[src/rtl/mck_pkg.sv]
// ----------------------------------------------------------------------------
// mck_pkg
// Types, Morse tables and character classification for the Morse keyer.
// ----------------------------------------------------------------------------
package mck_pkg;

  localparam int TABLE_SIZE = 38;

  // Character codes
  localparam logic [7:0] CHAR_LC_A  = 8'h61;
  localparam logic [7:0] CHAR_LC_Z  = 8'h7A;
  localparam logic [7:0] CHAR_UC_A  = 8'h41;
  localparam logic [7:0] CHAR_UC_Z  = 8'h5A;
  localparam logic [7:0] CHAR_ZERO  = 8'h30;
  localparam logic [7:0] CHAR_NINE  = 8'h39;
  localparam logic [7:0] CHAR_COMMA = 8'h2C;
  localparam logic [7:0] CHAR_DOT   = 8'h2E;
  localparam logic [7:0] CASE_DELTA = 8'd32;

  localparam logic [5:0] DIGIT_BASE   = 6'd26;
  localparam logic [5:0] COMMA_INDEX  = 6'd36;
  localparam logic [5:0] PERIOD_INDEX = 6'd37;

  // Item kinds
  localparam logic CMD_TICK  = 1'b0;
  localparam logic CMD_OFFER = 1'b1;

  // Phase lengths in units
  localparam logic [3:0] DOT_UNITS    = 4'd1;
  localparam logic [3:0] DASH_UNITS   = 4'd3;
  localparam logic [3:0] SPACE_UNITS  = 4'd1;
  localparam logic [3:0] LETTER_UNITS = 4'd3;
  localparam logic [3:0] WORD_UNITS   = 4'd7;

  localparam logic [15:0] UNIT_TICKS_RST = 16'd200;

  // Symbol bits (1 = dash, bit 0 first) and symbol counts
  localparam logic [5:0] MORSE_BITS [TABLE_SIZE] = '{
    6'h02, 6'h01, 6'h05, 6'h01, 6'h00, 6'h04, 6'h03, 6'h00, 6'h00, 6'h0E,
    6'h05, 6'h02, 6'h03, 6'h01, 6'h07, 6'h06, 6'h0B, 6'h02, 6'h00, 6'h01,
    6'h04, 6'h08, 6'h06, 6'h09, 6'h0D, 6'h03,
    6'h1F, 6'h1E, 6'h1C, 6'h18, 6'h10, 6'h00, 6'h01, 6'h03, 6'h07, 6'h0F,
    6'h33, 6'h2A
  };

  localparam logic [2:0] MORSE_LEN [TABLE_SIZE] = '{
    3'd2, 3'd4, 3'd4, 3'd3, 3'd1, 3'd4, 3'd3, 3'd4, 3'd2, 3'd4,
    3'd3, 3'd4, 3'd2, 3'd2, 3'd3, 3'd4, 3'd4, 3'd3, 3'd3, 3'd1,
    3'd3, 3'd4, 3'd3, 3'd4, 3'd4, 3'd4,
    3'd5, 3'd5, 3'd5, 3'd5, 3'd5, 3'd5, 3'd5, 3'd5, 3'd5, 3'd5,
    3'd6, 3'd6
  };

  // Classified item carried from front to back
  typedef struct packed {
    logic       cmd;
    logic       known;
    logic       ends_word;
    logic [5:0] pattern;
    logic [2:0] count;
  } mck_item_t;

  // Look up a character and build a queue entry
  function automatic mck_item_t mck_classify(input logic cmd, input logic [7:0] ch,
                                             input logic ends_word);
    mck_item_t  item;
    logic [7:0] c;
    logic [7:0] diff;
    logic [5:0] idx;
    logic       known;
    c     = ch;
    idx   = '0;
    known = 1'b0;
    diff  = '0;
    if (c >= CHAR_LC_A && c <= CHAR_LC_Z) begin
      c = c - CASE_DELTA;
    end
    if (c >= CHAR_UC_A && c <= CHAR_UC_Z) begin
      diff  = c - CHAR_UC_A;
      idx   = diff[5:0];
      known = 1'b1;
    end else if (c >= CHAR_ZERO && c <= CHAR_NINE) begin
      diff  = c - CHAR_ZERO;
      idx   = diff[5:0] + DIGIT_BASE;
      known = 1'b1;
    end else if (c == CHAR_COMMA) begin
      idx   = COMMA_INDEX;
      known = 1'b1;
    end else if (c == CHAR_DOT) begin
      idx   = PERIOD_INDEX;
      known = 1'b1;
    end
    item.cmd       = cmd;
    item.known     = known;
    item.ends_word = ends_word;
    item.pattern   = known ? MORSE_BITS[idx] : 6'd0;
    item.count     = known ? MORSE_LEN[idx] : 3'd0;
    return item;
  endfunction

endpackage

[src/rtl/mck_if.sv]
// ----------------------------------------------------------------------------
// Keyer channel interfaces
// Valid/ready channels for item beats in and result beats out.
// ----------------------------------------------------------------------------
interface mck_in_if;
  logic       valid;
  logic       ready;
  logic       cmd;
  logic [7:0] char_code;
  logic       ends_word;

  modport source (output valid, cmd, char_code, ends_word, input ready);
  modport sink   (input valid, cmd, char_code, ends_word, output ready);
endinterface

interface mck_out_if;
  logic valid;
  logic ready;
  logic led_on;
  logic busy_res;
  logic accepted;
  logic bad_char;

  modport source (output valid, led_on, busy_res, accepted, bad_char, input ready);
  modport sink   (input valid, led_on, busy_res, accepted, bad_char, output ready);
endinterface

[src/rtl/morse_code_keyer_top.sv]
// ----------------------------------------------------------------------------
// morse_code_keyer_top
// Morse keyer: characters are looked up and keyed onto an LED level,
// timed by tick beats.
// ----------------------------------------------------------------------------
//   channel | dir | handshake        | payload
//   in_bus  | in  | valid/ready      | cmd, char_code, ends_word
//   out_bus | out | valid/ready      | led_on, busy_res, accepted, bad_char
//   cfg     | in  | cfg_we (no wait) | cfg_wdata = unit_ticks
//
// One beat per cycle on each side while neither side stalls; each input beat
// gives one result beat, registered first by the queue write and then by the
// back part's output register. The back part's state update sets the rate.
// Synchronous reset clears the queue, the keyer state and the output valid.
// A stalled output holds its beat; the queue (QUEUE_DEPTH beats) absorbs
// input until full, then in_bus.ready drops.
// ----------------------------------------------------------------------------
module morse_code_keyer_top #(
  parameter int TICK_COUNT_WIDTH = 16,
  parameter int QUEUE_DEPTH      = 4
) (
  input  logic         clk,
  input  logic         rst_n,
  mck_in_if.sink       in_bus,
  mck_out_if.source    out_bus,
  input  logic         cfg_we,
  input  logic [15:0]  cfg_wdata
);
  import mck_pkg::*;

  localparam int ITEM_W = $bits(mck_item_t);

  logic      q_full, q_push, q_pop, q_valid;
  mck_item_t push_item, head_item;

  // Front: accept and classify
  mck_front u_front (
    .in_valid     (in_bus.valid),
    .in_ready     (in_bus.ready),
    .in_cmd       (in_bus.cmd),
    .in_char_code (in_bus.char_code),
    .in_ends_word (in_bus.ends_word),
    .q_full       (q_full),
    .q_push       (q_push),
    .q_item       (push_item)
  );

  // Queue between front and back
  mck_fifo #(
    .WIDTH (ITEM_W),
    .DEPTH (QUEUE_DEPTH)
  ) u_fifo (
    .clk       (clk),
    .rst_n     (rst_n),
    .push      (q_push),
    .push_data (push_item),
    .full      (q_full),
    .pop       (q_pop),
    .pop_valid (q_valid),
    .pop_data  (head_item)
  );

  // Back: timing engine and result register
  mck_back #(
    .TICK_COUNT_WIDTH (TICK_COUNT_WIDTH)
  ) u_back (
    .clk          (clk),
    .rst_n        (rst_n),
    .cfg_we       (cfg_we),
    .cfg_wdata    (cfg_wdata),
    .q_valid      (q_valid),
    .q_item       (head_item),
    .q_pop        (q_pop),
    .out_valid    (out_bus.valid),
    .out_ready    (out_bus.ready),
    .out_led_on   (out_bus.led_on),
    .out_busy_res (out_bus.busy_res),
    .out_accepted (out_bus.accepted),
    .out_bad_char (out_bus.bad_char)
  );

endmodule

[src/rtl/mck_front.sv]
// ----------------------------------------------------------------------------
// mck_front
// Accepts item beats, classifies characters through the Morse table and
// pushes the classified item into the queue.
// ----------------------------------------------------------------------------
module mck_front (
  input  logic              in_valid,
  output logic              in_ready,
  input  logic              in_cmd,
  input  logic [7:0]        in_char_code,
  input  logic              in_ends_word,
  input  logic              q_full,
  output logic              q_push,
  output mck_pkg::mck_item_t q_item
);
  import mck_pkg::*;

  // Take a beat whenever the queue has room
  assign in_ready = !q_full;
  assign q_push   = in_valid && !q_full;

  // Table lookup, done once per beat
  assign q_item = mck_classify(in_cmd, in_char_code, in_ends_word);

endmodule

[src/rtl/mck_fifo.sv]
// ----------------------------------------------------------------------------
// mck_fifo
// Short register queue between the front and back parts.
// ----------------------------------------------------------------------------
module mck_fifo #(
  parameter int WIDTH = 12,
  parameter int DEPTH = 4
) (
  input  logic             clk,
  input  logic             rst_n,
  input  logic             push,
  input  logic [WIDTH-1:0] push_data,
  output logic             full,
  input  logic             pop,
  output logic             pop_valid,
  output logic [WIDTH-1:0] pop_data
);
  localparam int PTR_W = (DEPTH > 1) ? $clog2(DEPTH) : 1;
  localparam int CNT_W = $clog2(DEPTH + 1);
  localparam logic [PTR_W-1:0] LAST_PTR = PTR_W'(DEPTH - 1);
  localparam logic [CNT_W-1:0] FULL_CNT = CNT_W'(DEPTH);

  logic [WIDTH-1:0] mem_r [DEPTH];
  logic [PTR_W-1:0] wr_ptr_r, wr_ptr_nxt;
  logic [PTR_W-1:0] rd_ptr_r, rd_ptr_nxt;
  logic [CNT_W-1:0] cnt_r, cnt_nxt;
  logic             do_push, do_pop;

  assign full      = (cnt_r == FULL_CNT);
  assign pop_valid = (cnt_r != '0);
  assign pop_data  = mem_r[rd_ptr_r];
  assign do_push   = push && !full;
  assign do_pop    = pop && pop_valid;

  // Pointer and fill count update
  always_comb begin
    wr_ptr_nxt = wr_ptr_r;
    rd_ptr_nxt = rd_ptr_r;
    cnt_nxt    = cnt_r;
    if (do_push) begin
      wr_ptr_nxt = (wr_ptr_r == LAST_PTR) ? '0 : wr_ptr_r + 1'b1;
    end
    if (do_pop) begin
      rd_ptr_nxt = (rd_ptr_r == LAST_PTR) ? '0 : rd_ptr_r + 1'b1;
    end
    if (do_push && !do_pop) begin
      cnt_nxt = cnt_r + 1'b1;
    end else if (do_pop && !do_push) begin
      cnt_nxt = cnt_r - 1'b1;
    end
  end

  always_ff @(posedge clk) begin
    if (!rst_n) begin
      wr_ptr_r <= '0;
      rd_ptr_r <= '0;
      cnt_r    <= '0;
    end else begin
      wr_ptr_r <= wr_ptr_nxt;
      rd_ptr_r <= rd_ptr_nxt;
      cnt_r    <= cnt_nxt;
    end
  end

  // Storage, no reset needed
  always_ff @(posedge clk) begin
    if (do_push) begin
      mem_r[wr_ptr_r] <= push_data;
    end
  end

endmodule

[src/rtl/mck_back.sv]
// ----------------------------------------------------------------------------
// mck_back
// Keyer timing engine: runs the phase machine on ticks, starts letters on
// offers and holds the result beat in an output register.
// ----------------------------------------------------------------------------
module mck_back #(
  parameter int TICK_COUNT_WIDTH = 16
) (
  input  logic               clk,
  input  logic               rst_n,
  input  logic               cfg_we,
  input  logic [15:0]        cfg_wdata,
  input  logic               q_valid,
  input  mck_pkg::mck_item_t q_item,
  output logic               q_pop,
  output logic               out_valid,
  input  logic               out_ready,
  output logic               out_led_on,
  output logic               out_busy_res,
  output logic               out_accepted,
  output logic               out_bad_char
);
  import mck_pkg::*;

  localparam int TW = TICK_COUNT_WIDTH;
  localparam int CW = (TW > 16) ? TW : 16;

  typedef enum logic [2:0] {
    PH_IDLE,
    PH_MARK,
    PH_SPACE,
    PH_LGAP,
    PH_WGAP
  } phase_t;

  phase_t        phase_r, phase_nxt;
  logic [5:0]    pattern_r, pattern_nxt;
  logic [2:0]    count_r, count_nxt;
  logic [2:0]    pos_r, pos_nxt;
  logic [3:0]    units_r, units_nxt;
  logic [TW-1:0] tick_r, tick_nxt;
  logic          wgap_r, wgap_nxt;
  logic [15:0]   unit_ticks_r;

  logic          out_valid_r, out_valid_nxt;
  logic          led_r, busy_r, acc_r, bad_r;
  logic          acc_nxt, bad_nxt;

  logic [TW-1:0] tick_inc;
  logic [15:0]   limit;
  logic          unit_done;
  logic [3:0]    units_dec;
  logic [2:0]    pos_inc;
  logic [7:0]    pattern_ext;

  assign q_pop = q_valid && (!out_valid_r || out_ready);

  // Unit boundary detection
  assign tick_inc    = tick_r + 1'b1;
  assign limit       = (unit_ticks_r == '0) ? 16'd1 : unit_ticks_r;
  assign unit_done   = (CW'(tick_inc) >= CW'(limit)) || (tick_inc == {TW{1'b1}});
  assign units_dec   = (units_r != '0) ? units_r - 1'b1 : units_r;
  assign pos_inc     = pos_r + 1'b1;
  assign pattern_ext = {2'b00, pattern_r};

  // Next state for the beat at the queue head
  always_comb begin
    phase_nxt   = phase_r;
    pattern_nxt = pattern_r;
    count_nxt   = count_r;
    pos_nxt     = pos_r;
    units_nxt   = units_r;
    tick_nxt    = tick_r;
    wgap_nxt    = wgap_r;
    acc_nxt     = 1'b0;
    bad_nxt     = 1'b0;
    if (q_item.cmd == CMD_TICK) begin
      if (phase_r != PH_IDLE) begin
        if (!unit_done) begin
          tick_nxt = tick_inc;
        end else begin
          tick_nxt  = '0;
          units_nxt = units_dec;
          if (units_dec == '0) begin
            // End of the current phase
            case (phase_r)
              PH_MARK: begin
                phase_nxt = PH_SPACE;
                units_nxt = SPACE_UNITS;
              end
              PH_SPACE: begin
                pos_nxt = pos_inc;
                if (pos_inc < count_r) begin
                  phase_nxt = PH_MARK;
                  units_nxt = pattern_ext[pos_inc] ? DASH_UNITS : DOT_UNITS;
                end else begin
                  phase_nxt = PH_LGAP;
                  units_nxt = LETTER_UNITS;
                end
              end
              PH_LGAP: begin
                if (wgap_r) begin
                  wgap_nxt  = 1'b0;
                  phase_nxt = PH_WGAP;
                  units_nxt = WORD_UNITS;
                end else begin
                  phase_nxt = PH_IDLE;
                  units_nxt = '0;
                end
              end
              default: begin
                phase_nxt = PH_IDLE;
                units_nxt = '0;
                wgap_nxt  = 1'b0;
              end
            endcase
          end
        end
      end
    end else if (phase_r == PH_IDLE) begin
      // Offer taken while idle: start the letter at once, or a letter gap if unknown
      acc_nxt  = 1'b1;
      tick_nxt = '0;
      pos_nxt  = '0;
      wgap_nxt = q_item.ends_word;
      if (q_item.known) begin
        pattern_nxt = q_item.pattern;
        count_nxt   = q_item.count;
        phase_nxt   = PH_MARK;
        units_nxt   = q_item.pattern[0] ? DASH_UNITS : DOT_UNITS;
      end else begin
        bad_nxt     = 1'b1;
        pattern_nxt = '0;
        count_nxt   = '0;
        phase_nxt   = PH_LGAP;
        units_nxt   = LETTER_UNITS;
      end
    end
  end

  // Output register occupancy
  always_comb begin
    out_valid_nxt = out_valid_r;
    if (q_pop) begin
      out_valid_nxt = 1'b1;
    end else if (out_ready) begin
      out_valid_nxt = 1'b0;
    end
  end

  // State, configuration and registered result
  always_ff @(posedge clk) begin
    if (!rst_n) begin
      phase_r      <= PH_IDLE;
      pattern_r    <= '0;
      count_r      <= '0;
      pos_r        <= '0;
      units_r      <= '0;
      tick_r       <= '0;
      wgap_r       <= 1'b0;
      unit_ticks_r <= UNIT_TICKS_RST;
      out_valid_r  <= 1'b0;
    end else begin
      out_valid_r <= out_valid_nxt;
      if (cfg_we) begin
        unit_ticks_r <= cfg_wdata;
      end
      if (q_pop) begin
        phase_r   <= phase_nxt;
        pattern_r <= pattern_nxt;
        count_r   <= count_nxt;
        pos_r     <= pos_nxt;
        units_r   <= units_nxt;
        tick_r    <= tick_nxt;
        wgap_r    <= wgap_nxt;
      end
    end
    if (q_pop) begin
      led_r  <= (phase_nxt == PH_MARK);
      busy_r <= (phase_nxt != PH_IDLE);
      acc_r  <= acc_nxt;
      bad_r  <= bad_nxt;
    end
  end

  assign out_valid    = out_valid_r;
  assign out_led_on   = led_r;
  assign out_busy_res = busy_r;
  assign out_accepted = acc_r;
  assign out_bad_char = bad_r;

endmodule

[src/flat_wrapper.sv]
// flat-port wrapper written by rule: the top's interface ports become plain ports
module morse_code_keyer_top_flat import mck_pkg::*;
#(
  parameter int TICK_COUNT_WIDTH = 16,
  parameter int QUEUE_DEPTH      = 4
)
  (clk, rst_n, cfg_we, cfg_wdata, in_bus_valid, in_bus_cmd, in_bus_char_code, in_bus_ends_word, in_bus_ready, out_bus_valid, out_bus_led_on, out_bus_busy_res, out_bus_accepted, out_bus_bad_char, out_bus_ready);
  mck_in_if in_bus_i ();
  mck_out_if out_bus_i ();
  input  logic clk;
  input  logic rst_n;
  input  logic cfg_we;
  input  logic [15:0] cfg_wdata;
  input wire logic [$bits(in_bus_i.valid)-1:0] in_bus_valid;
  input wire logic [$bits(in_bus_i.cmd)-1:0] in_bus_cmd;
  input wire logic [$bits(in_bus_i.char_code)-1:0] in_bus_char_code;
  input wire logic [$bits(in_bus_i.ends_word)-1:0] in_bus_ends_word;
  output wire logic [$bits(in_bus_i.ready)-1:0] in_bus_ready;
  output wire logic [$bits(out_bus_i.valid)-1:0] out_bus_valid;
  output wire logic [$bits(out_bus_i.led_on)-1:0] out_bus_led_on;
  output wire logic [$bits(out_bus_i.busy_res)-1:0] out_bus_busy_res;
  output wire logic [$bits(out_bus_i.accepted)-1:0] out_bus_accepted;
  output wire logic [$bits(out_bus_i.bad_char)-1:0] out_bus_bad_char;
  input wire logic [$bits(out_bus_i.ready)-1:0] out_bus_ready;
  assign in_bus_i.valid = in_bus_valid;
  assign in_bus_i.cmd = in_bus_cmd;
  assign in_bus_i.char_code = in_bus_char_code;
  assign in_bus_i.ends_word = in_bus_ends_word;
  assign in_bus_ready = in_bus_i.ready;
  assign out_bus_valid = out_bus_i.valid;
  assign out_bus_led_on = out_bus_i.led_on;
  assign out_bus_busy_res = out_bus_i.busy_res;
  assign out_bus_accepted = out_bus_i.accepted;
  assign out_bus_bad_char = out_bus_i.bad_char;
  assign out_bus_i.ready = out_bus_ready;
  morse_code_keyer_top #(.TICK_COUNT_WIDTH(TICK_COUNT_WIDTH), .QUEUE_DEPTH(QUEUE_DEPTH)) u_core (.clk(clk), .rst_n(rst_n), .in_bus(in_bus_i), .out_bus(out_bus_i), .cfg_we(cfg_we), .cfg_wdata(cfg_wdata));
endmodule
[config.mk]
export PLATFORM = sky130hd
export DESIGN_NAME = morse_code_keyer_top_flat
export DESIGN_NICKNAME = d
export VERILOG_FILES = /design/src/rtl/mck_pkg.sv /design/src/rtl/mck_if.sv /design/src/rtl/morse_code_keyer_top.sv /design/src/rtl/mck_front.sv /design/src/rtl/mck_fifo.sv /design/src/rtl/mck_back.sv /design/src/flat_wrapper.sv
export SDC_FILE = /design/constraint.sdc
export NUM_CORES = 1
export LEC_CHECK = 0
export BUFFER_PORTS_ARGS = -buffer_cell sky130_fd_sc_hd__clkbuf_2
export CORE_MARGIN = 10
export CORE_UTILIZATION = 62
export DETAILED_ROUTE_END_ITERATION = 7
export PLACE_DENSITY = 0.88
export SLEW_MARGIN = 10
export SYNTH_ARGS = -nofsm -noshare
export SYNTH_HDL_FRONTEND = slang
export SYNTH_HIERARCHICAL = 1
export SYNTH_SLANG_ARGS = --single-unit
[constraint.sdc]
create_clock -name clk -period 4 [get_ports clk]
set_input_delay 0.2 -clock clk [delete_from_list [all_inputs] [get_ports clk]]
set_output_delay 0.2 -clock clk [all_outputs]
set_load 0.02 [all_outputs]
==> results of run 1 <==
-- stage by stage --
stage	setup WS [ns]	cell area, µm²	hold slack (ns)	util (%)	power, mW
5_1_grt	0.0316	7900	0.0344	72.5	4.62
3_3_place_gp	0.287	7140	0.415	65.6	2.87
6_report	0.209	7900	0.0282	72.5	4.43
2_1_floorplan	0.426	6920	0.330	-	2.62
3_5_place_dp	0.132	7140	0.430	65.6	2.93
4_1_cts	0.0614	7870	0.00162	72.3	4.35
-- cell usage in the layout, fill, tap and decap left out, types with 5 or more instances in the layout --
cell	Yosys	layout
nand2_1	72	72
dfxtp_1	62	60
edfxtp_1	52	52
inv_1	48	48
nor2_1	49	48
ha_1	46	45
a21oi_1	39	39
clkbuf_2	1	36
nand3_1	35	35
mux2i_1	25	25
o21ai_0	23	23
clkbuf_16	0	18
dlygate4sd3_1	0	18
o211ai_1	13	13
nor3_1	12	12
nor4_1	11	11
and2_1	10	10
buf_4	3	10
xor2_1	9	9
nand4_1	9	9
xnor2_1	8	8
nor2b_1	7	7
mux4_1	7	7
or2_2	6	6
and3_1	6	6
a31oi_1	6	6
o21ai_1	6	6
o22ai_1	6	6
mux4_2	6	6
nand2b_1	5	5
o21a_1	5	5
or3_1	6	5
a21o_1	5	5
a211oi_1	6	5
-- power breakdown --
| part | internal (mW) | switching (mW) |
|---|---|---|
| Combinational | 0.544 | 0.922 |
| Clock | 0.867 | 0.541 |
| Sequential | 1.42 | 0.139 |
| Total | 2.83 | 1.60 |
-- critical path, stage by stage (launching register included) --
cell      delay [ns]
dfxtp_2         0.40
ha_2            0.25
nand3_1         0.19
or3_4           0.47
nor2_1          0.18
xor2_1          0.25
ha_1            0.27
o2111a_1        0.27
o311a_1         0.13
a211oi_2        0.17
buf_4           0.17
o22ai_2         0.15
or4b_2          0.63
o211ai_1        0.10
-- layer usage --
layer	GRT usage, %	vias to the layer above	share of wire [%]
li1	-	2729	-
met1	26.3	2883	39
met2	39.8	350	50
met3	3.44	78	7.0
met4	11.9	0	4.2
met5	0	-	0
-- flip-flops by register name, indices dropped and copies added, names as in the netlist, 2 cells and up, named ones only --
register and count:
u_core/u_fifo/rd_ptr_r 2, u_core/u_back/unit_ticks_r 16, u_core/u_back/tick_r 16, u_core/u_fifo/cnt_r 3, u_core/u_back/count_r 3, u_core/u_back/phase_r 3
u_core/u_back/units_r 4, u_core/u_back/pos_r 3, u_core/u_fifo/wr_ptr_r 2, u_core/u_fifo/mem_r 48, u_core/u_back/pattern_r 6
-- layout make-up --
class | count | area [µm²] | share of cell area, %
Antenna cell | 1 | 2.50 | 0.0317
Clock buffer | 25 | 507 | 6.42
Sequential cell | 114 | 2810 | 35.5
Inverter | 51 | 191 | 2.42
Multi-Input combinational cell | 511 | 3730 | 47.3
Clock inverter | 7 | 46.3 | 0.586
Tap cell | 140 | 175 | 2.22
Timing Repair Buffer | 64 | 435 | 5.51
-- cells by family (layout without fill, tap and decap cells) --
| logic type | count (synthesis) | after routing | synth area share, % |
|---|---|---|---|
| compound gates | 153 | 153 | 15.6 |
| xor+xnor | 17 | 17 | 2.15 |
| simple gates | 255 | 255 | 19.0 |
| buf+inv | 88 | 147 | 5.70 |
| flops | 114 | 114 | 40.5 |
| mux | 39 | 39 | 8.45 |
| fa+ha+maj | 47 | 47 | 8.61 |
| other cells | 0 | 1 | 0 |
-- timing repair --
item	in CTS	in global routing
setup buffers	0	0
endpoints found under the setup margin	0	2
hold buffers	17	1
endpoints found under the hold margin	23	1
gates resized for setup	0	6
-- worst paths after layout --
check,endpoint,slack [ns],depth (start not counted)
max,u_core/u_back/out_led_on,0.21,13
min,u_core/u_back/out_valid,0.03,3
max reg2reg,u_core/u_back/out_led_on,0.21,13
min reg2reg,u_core/u_back/wgap_r,0.47,2
==> results.ini, run 1 <==
[setup_path]
path_class=flip-flop to flip-flop
reg2reg_from=u_core/u_back/tick_r[0]
cp-start-kind=flip-flop
crit_start=u_core/u_back/tick_r[0]
cp.required_ns=4.37
arrival_ns=4.16
endpoint_kind=flip-flop
crit_fanout=7

[global_routing]
grt_max_degree=29
antenna_found_initial=0
grt_pass1_vias=5803
gr-total-overflow=0
grt_first_pass_wirelength_mm=29.9
grt_usage_pct=22.7

[floorplanning]
initial_utilization_pct=63.5
die_y_um=126
die_x_um=126
pin_count=37
core_um2=10900
dieArea_um2=15800
rows=38

[sta]
hold_viol_final=0
setup_violations=0
final.setup.tns_ns=0
slew_headroom_pct=31.7
timing.final.crit_share_pct=94.8
worst_pin_slew_ns=1.02
fin_skew_ns=0.0140
slew_viol_final=0
min_period_ns=3.79
rsz0062_at_grt=no
max_freq_mhz=264

[logic_synthesis]
ys_types=88
synthTopCellsByArea=edfxtp_1, dfxtp_1, ha_1, nand2_1, mux2i_1
synth_common_cells=nand2_1, dfxtp_1, edfxtp_1
ys_warn_count=6
synth_top_cell_by_area=edfxtp_1
ys_seq_area_share_pct=40.5
syn_inst=713
yosysMostFrequentCell=nand2_1
ys_ff_latch=114
synthArstFlopShare_pct=0
synth_edf_count=52
syn-cell-area_um2=6920
synth_top_flop_cell=dfxtp_1
synth.top_cell.area_share_pct=22.6
syn_nets=791
syn_area_per_cell_um2=9.70

[drt]
drt-total-wl_mm=18.6
drt_iter0_drc=934
postRouteAntennaNets=0
drtPass1Iterations=6
vias_per_cell=6.62
vias=6040
routedWlPerCell_um=20.4
drc=0

[clock_network]
clk_latency_ns=0.53
clkSlewWorstSetupHoldPaths_ns=0.06
h-tree-depth=4
numCtsBuffers=17
cts_tree=built
cts.sinks=114
clockBufferDepth=2
cts_root_buffer=clkbuf_8

[run_status]
status=finished, final reports clean

[place]
dp_hpwl_mm=11.0
gp_congestion=0.953
io_buffers=36
placed_cells=862

[cells_and_area]
area_growth_pct=14.2
final_nets=837
n_fill_cell=714
stdcell_count=913
drive_above_1_share_pct=15.0

[worst_hold_path]
worstHoldStart=out_bus_ready
hp-class=input pin to flip-flop

[power_and_ir_drop]
ir_drop_v=0.000372
powerDensity_nw_per_um2=561
power.leakage_nw=3.13

[job]
max_cap_violations=0

No activity file was read; power rests on OpenSTA's default activity.
==> run 2: changes to the inputs <==
--- a/config.mk
+++ b/config.mk
@@ -6,7 +6,7 @@
 export NUM_CORES = 1
 export LEC_CHECK = 0
 export BUFFER_PORTS_ARGS = -buffer_cell sky130_fd_sc_hd__clkbuf_2
-export CORE_MARGIN = 10
+export CORE_ASPECT_RATIO = 1.5
 export CORE_UTILIZATION = 62
 export DETAILED_ROUTE_END_ITERATION = 7
 export PLACE_DENSITY = 0.88
==> results.ini, run 2 (synthesis gave the netlist of run 1 again) <==
[power_and_ir_drop]
p_total_mw=4.57  ; +3.2%
ir_drop_v=0.000274  ; -26%
powerDensity_nw_per_um2=586  ; +4.5%
power.leakage_nw=3.08  ; -1.6%

[worst_hold_path]
hp-class=input pin to flip-flop

[setup_path]
cp-start-kind=flip-flop
path_class=flip-flop to flip-flop
crit_chain=ha_2, nand3_1, buf_4, o31a_1, or2_2, ha_1, a21o_1, a21oi_1, o221ai_1, a211oi_1, buf_4, o22ai_2, or4b_2, o211ai_1
critPathMaxStageDelay_ns=0.61  ; -0.02 ns
cp_common_cell=buf_4
endpoint_kind=flip-flop
crit_fanout=11  ; +4
arrival_ns=4.11  ; -0.05 ns
cp.required_ns=4.25  ; -0.12 ns
cp_slowest_cell=or4b_2

[sta]
min_period_ns=3.86  ; +0.0654 ns
setup_violations=0  ; unchanged
fin_skew_ns=0.00931  ; -0.00466 ns
rsz0062_at_grt=no
worst_pin_slew_ns=0.712  ; -0.305 ns
slew_viol_final=0  ; unchanged
max_freq_mhz=259  ; -1.7%
layout_setup_ws_ns=0.144  ; -0.0654 ns
slew_headroom_pct=52.3  ; +21 points
final.setup.tns_ns=0  ; unchanged
hold_viol_final=0  ; unchanged
timing.final.crit_share_pct=96.4  ; +1.6 points
holdWs_ns=0.0133  ; -0.0149 ns

[drt]
postRouteAntennaNets=0  ; unchanged
drc=0  ; unchanged
vias=5854  ; -3.1%
drt-total-wl_mm=16.8  ; -9.8%
vias_per_cell=6.50  ; -1.8%
routedWlPerCell_um=18.6  ; -8.6%
drt_iter0_drc=401  ; -57%
drtPass1Iterations=8  ; +2

[cells_and_area]
area_growth_pct=12.8
final_nets=822  ; -1.8%
layout_common_cells=nand2_1, dfxtp_1, edfxtp_1
final_common_cell=nand2_1
drive_above_1_share_pct=15.3  ; +0.30 points
final_cell_area_um2=7800  ; -1.2%
antenna_cells=0  ; -1
reg.largest.list=u_core/u_fifo/mem_r: 48 flops, u_core/u_back/tick_r: 16 flops, u_core/u_back/unit_ticks_r: 16 flops
largest_register=u_core/u_fifo/mem_r
largest_reg_flops=48  ; unchanged

[floorplanning]
core_um2=10700  ; -1.7%
pin_count=37  ; unchanged
die_y_um=131  ; +4.6%
die_x_um=88.2  ; -30%
rows=46  ; +21%
dieArea_um2=11600  ; -27%
initial_utilization_pct=64.6  ; +1.1 points

[global_routing]
grt_usage_pct=30.8  ; +8.0 points
grt_pass1_vias=6041  ; +4.1%
use_met3_pct=7.10  ; +3.7 points
antenna_found_initial=0  ; unchanged
grt_first_pass_wirelength_mm=27.3  ; -8.6%
gr-total-overflow=0  ; unchanged
gr-usage-met1_pct=29.7  ; +3.5 points
grt_max_degree=42  ; +45%
use_met2_pct=54.6  ; +15 points
globalRoute.busiestLayer=met2

[place]
dp_hpwl_mm=11.0  ; about the same
place_ws_ns=0.365  ; +0.233 ns
gp_congestion=0.955  ; +0.18%
place_area_um2=7160  ; +0.28%
io_buffers=36  ; unchanged

[job]
max_cap_violations=0  ; unchanged

[clock_network]
clk_latency_ns=0.41  ; -0.12 ns
cts_root_buffer=clkbuf_16
h-tree-depth=4  ; unchanged
clockBufferDepth=2  ; unchanged
numCtsBuffers=17  ; unchanged
cts_setup_buffers=0  ; unchanged
cts.sinks=114  ; unchanged
cts_tree=built
clkSlewWorstSetupHoldPaths_ns=0.05  ; about the same

[run_status]
status=finished, final reports clean

[run 2: what timing repair did]
| action | 4_1_cts | 5_1_grt |
|---|---|---|
| setup endpoints to repair | 0 | 3 |
| hold buffers | 1 | 0 |
| resized for setup | 0 | 2 |
| hold endpoints to repair | 4 | 0 |
[run 2: path summary, 6_finish.rpt]
kind | start | to | slack [ns] | depth (start not counted)
worst min register to register | u_core/u_back/count_r[2] | u_core/u_back/count_r[2] | 0.46 | 2
worst max-delay path | u_core/u_back/tick_r[1] | u_core/u_back/out_led_on | 0.14 | 14
worst min-delay path | cfg_wdata[7] | u_core/u_back/unit_ticks_r[7] | 0.01 | 3
worst max register to register | u_core/u_back/tick_r[1] | u_core/u_back/out_led_on | 0.14 | 14
[run 2: worst max-delay path, delay by kind of cell (launching register included)]
| kind | cells | cell delay [ns] |
|---|---|---|
| buffers and inverters | 2 | 0.40 |
| AND/OR/NAND/NOR | 3 | 1.04 |
| AO/OA/AOI/OAI | 7 | 1.35 |
| adder cells (fa/ha/maj) | 2 | 0.48 |
| flip-flops | 1 | 0.44 |
[run 2: layout make-up]
class | instances | area [µm²]
multi-input cells | 511 | 3730
fillers | 721 | 2900
flip-flops and latches | 114 | 2800
clock buffers | 19 | 433
repair buffers | 49 | 280
inverters | 51 | 191
clock inverters | 13 | 186
well taps | 144 | 180
[run 2: report_power, final]
group / internal, mW / switching, mW / total [mW]
registers: 1.41 / 0.119 / 1.53
clock network: 1.04 / 0.532 / 1.57
logic: 0.542 / 0.924 / 1.47
[run 2: per-stage QoR]
stage	cells	util, %
global route	901	72.9
global placement	868	66.9
CTS	901	72.8
detailed placement	868	66.9
floorplan	713	-
finish	901	72.9
[run 2: routing by layer]
layer  vias to the layer above  share of wire (%)
li1                       2685                  -
met1                      2745                 34
met2                       323                 54
met3                       101                5.9
met4                         0                5.9
met5                         -                  0
==> run 3: changes to the inputs <==
--- a/config.mk
+++ b/config.mk
@@ -7,9 +7,9 @@
 export LEC_CHECK = 0
 export BUFFER_PORTS_ARGS = -buffer_cell sky130_fd_sc_hd__clkbuf_2
 export CORE_ASPECT_RATIO = 1.5
-export CORE_UTILIZATION = 62
+export CORE_UTILIZATION = 65
 export DETAILED_ROUTE_END_ITERATION = 7
-export PLACE_DENSITY = 0.88
+export PLACE_DENSITY = 0.91
 export SLEW_MARGIN = 10
 export SYNTH_ARGS = -nofsm -noshare
 export SYNTH_HDL_FRONTEND = slang
==> constraint.sdc (replaced) <==
create_clock -name clk -period 4.67 [get_ports clk]
set_input_delay 0.2335 -clock clk [delete_from_list [all_inputs] [get_ports clk]]
set_output_delay 0.2335 -clock clk [all_outputs]
set_load 0.02 [all_outputs]
==> results.ini, run 3 (synthesis gave the netlist of run 1 again) <==
[cells_and_area]
area_growth_pct=11.8
n_fill_cell=666  ; -7.6%
final_nets=816  ; -0.73%
final_cell_area_um2=7730  ; -0.93%
largest_register=u_core/u_fifo/mem_r
final_common_cell=nand2_1
reg.largest.list=u_core/u_fifo/mem_r: 48 flops, u_core/u_back/tick_r: 16 flops, u_core/u_back/unit_ticks_r: 16 flops
largest_reg_flops=48  ; unchanged
drive_above_1_share_pct=14.8  ; -0.54 points
antenna_cells=0  ; unchanged
postLayoutCoreUtil_pct=75.4  ; +2.5 points
layout_common_cells=nand2_1, dfxtp_1, edfxtp_1
stdcell_count=892  ; -1.0%

[floorplanning]
core_um2=10200  ; -4.3%
pin_count=37  ; unchanged
rows=45  ; -2.2%
die_y_um=128  ; -2.3%
dieArea_um2=11100  ; -4.5%
die_x_um=86.2  ; -2.3%
initial_utilization_pct=67.5  ; +2.9 points

[place]
io_buffers=36  ; unchanged
gp_congestion=0.918  ; -3.9%
placed_cells=860  ; -0.92%
place_area_um2=7120  ; -0.58%
dp_hpwl_mm=11.0  ; +0.17%

[power_and_ir_drop]
ir_drop_v=0.000354  ; +29%
power.leakage_nw=3.05  ; -0.85%
powerDensity_nw_per_um2=500  ; -15%

[setup_path]
cp-start-kind=flip-flop
path_class=flip-flop to flip-flop
crit_fanout=12  ; +1
arrival_ns=4.45  ; +0.34 ns
cp.required_ns=4.92  ; +0.67 ns
endpoint_kind=flip-flop

[clock_network]
cts_tree=built
clk_latency_ns=0.42  ; about the same
clockBufferDepth=2  ; unchanged
cts.sinks=114  ; unchanged
cts_root_buffer=clkbuf_16
hold_buffers=0  ; -1
cts-resized-gates=0  ; unchanged
h-tree-depth=4  ; unchanged
clkSlewWorstSetupHoldPaths_ns=0.05  ; about the same
cts_setup_buffers=0  ; unchanged
numCtsBuffers=17  ; unchanged

[sta]
max_freq_mhz=238  ; -8.1%
fin_skew_ns=0.00940  ; +0.0000933 ns
min_period_ns=4.20  ; +0.341 ns
rsz0062_at_grt=no
holdWs_ns=0.0381  ; +0.0248 ns
final.setup.tns_ns=0  ; unchanged
setup_violations=0  ; unchanged
timing.final.crit_share_pct=89.9  ; -6.5 points
worst_pin_slew_ns=0.694  ; -0.0180 ns
hold_viol_final=0  ; unchanged
slew_headroom_pct=53.3  ; +1.1 points
slew_viol_final=0  ; unchanged

[drt]
drtPass1Iterations=6  ; -2
drt-total-wl_mm=16.3  ; -3.1%
postRouteAntennaNets=0  ; unchanged
drc=0  ; unchanged
drt_iter0_drc=537  ; +34%
routedWlPerCell_um=18.3  ; -2.1%
vias=5792  ; -1.1%
vias_per_cell=6.49  ; about the same

[global_routing]
grt_first_pass_wirelength_mm=26.5  ; -3.2%
grt_pass1_vias=5651  ; -6.5%
grt_max_degree=44  ; +4.8%
grt_usage_pct=31.0  ; +0.28 points
antenna_found_initial=0  ; unchanged
gr-total-overflow=0  ; unchanged

[run_status]
status=finished, final reports clean

[job]
max_cap_violations=0  ; unchanged

[worst_hold_path]
hp-class=input pin to flip-flop

-- run 3: cell types whose count changed in the layout (fill, tap and decap cells not counted), sizes merged --
cell | previous run | this run
dlygate4sd3 | 1 | 0
clkbuf | 55 | 53
inv | 51 | 53
bufinv | 4 | 3
clkinv | 5 | 6
buf | 12 | 7
-- run 3: worst paths after layout --
check / start / end / slack (ns) / cells past startpoint
max: u_core/u_back/tick_r[0] / u_core/u_back/out_led_on / 0.47 / 13
min: in_bus_ends_word / u_core/u_fifo/mem_r[3][9] / 0.04 / 1
max reg2reg: u_core/u_back/tick_r[0] / u_core/u_back/out_led_on / 0.47 / 13
min reg2reg: u_core/u_back/pattern_r[0] / u_core/u_back/pattern_r[0] / 0.45 / 2
-- run 3: routing by layer --
metal,GRT usage [%],up-vias,wire [µm]
met3,5.71,79,789
met2,57.7,278,8930
met5,0.455,-,0
li1,-,2677,-
met1,31.4,2758,5750
met4,19.4,0,811
-- run 3: power breakdown --
part | total, mW | switching (mW) | leakage (nW) | internal (mW)
registers | 1.31 | 0.0989 | 0.985 | 1.21
clock network | 1.32 | 0.479 | 0.286 | 0.841
logic | 1.23 | 0.778 | 1.78 | 0.454
total | 3.86 | 1.36 | 3.05 | 2.51
-- run 3: area by class of cell --
class	instances	area, µm²	share of cell area [%]
sequential	114	2800	36.3
clock buffer	17	425	5.50
clock inverter	15	183	2.36
tap	141	176	2.28
inverter	51	191	2.48
timing repair buffer	43	233	3.01
multi-input combinational	511	3720	48.1
-- run 3: critical path, cell delays in order, from the launching register on --
cell and delay, ns:
dfxtp_1 0.44, ha_1 0.27, nand3_1 0.36, or3_1 0.56, nor2_1 0.15, xor2_1 0.27
ha_1 0.31, a21o_1 0.20, a21o_1 0.17, a211oi_1 0.21, buf_4 0.18, o22ai_2 0.13
or4b_2 0.64, o211ai_1 0.11
-- run 3: through the flow --
stage          total power, mW  worst slack [ns]
3_3_place_gp              2.44             0.788
6_report                  3.86             0.473
4_1_cts                   3.84             0.508
5_1_grt                   4.05             0.273
3_5_place_dp              2.51             0.593
2_1_floorplan             2.24              1.10
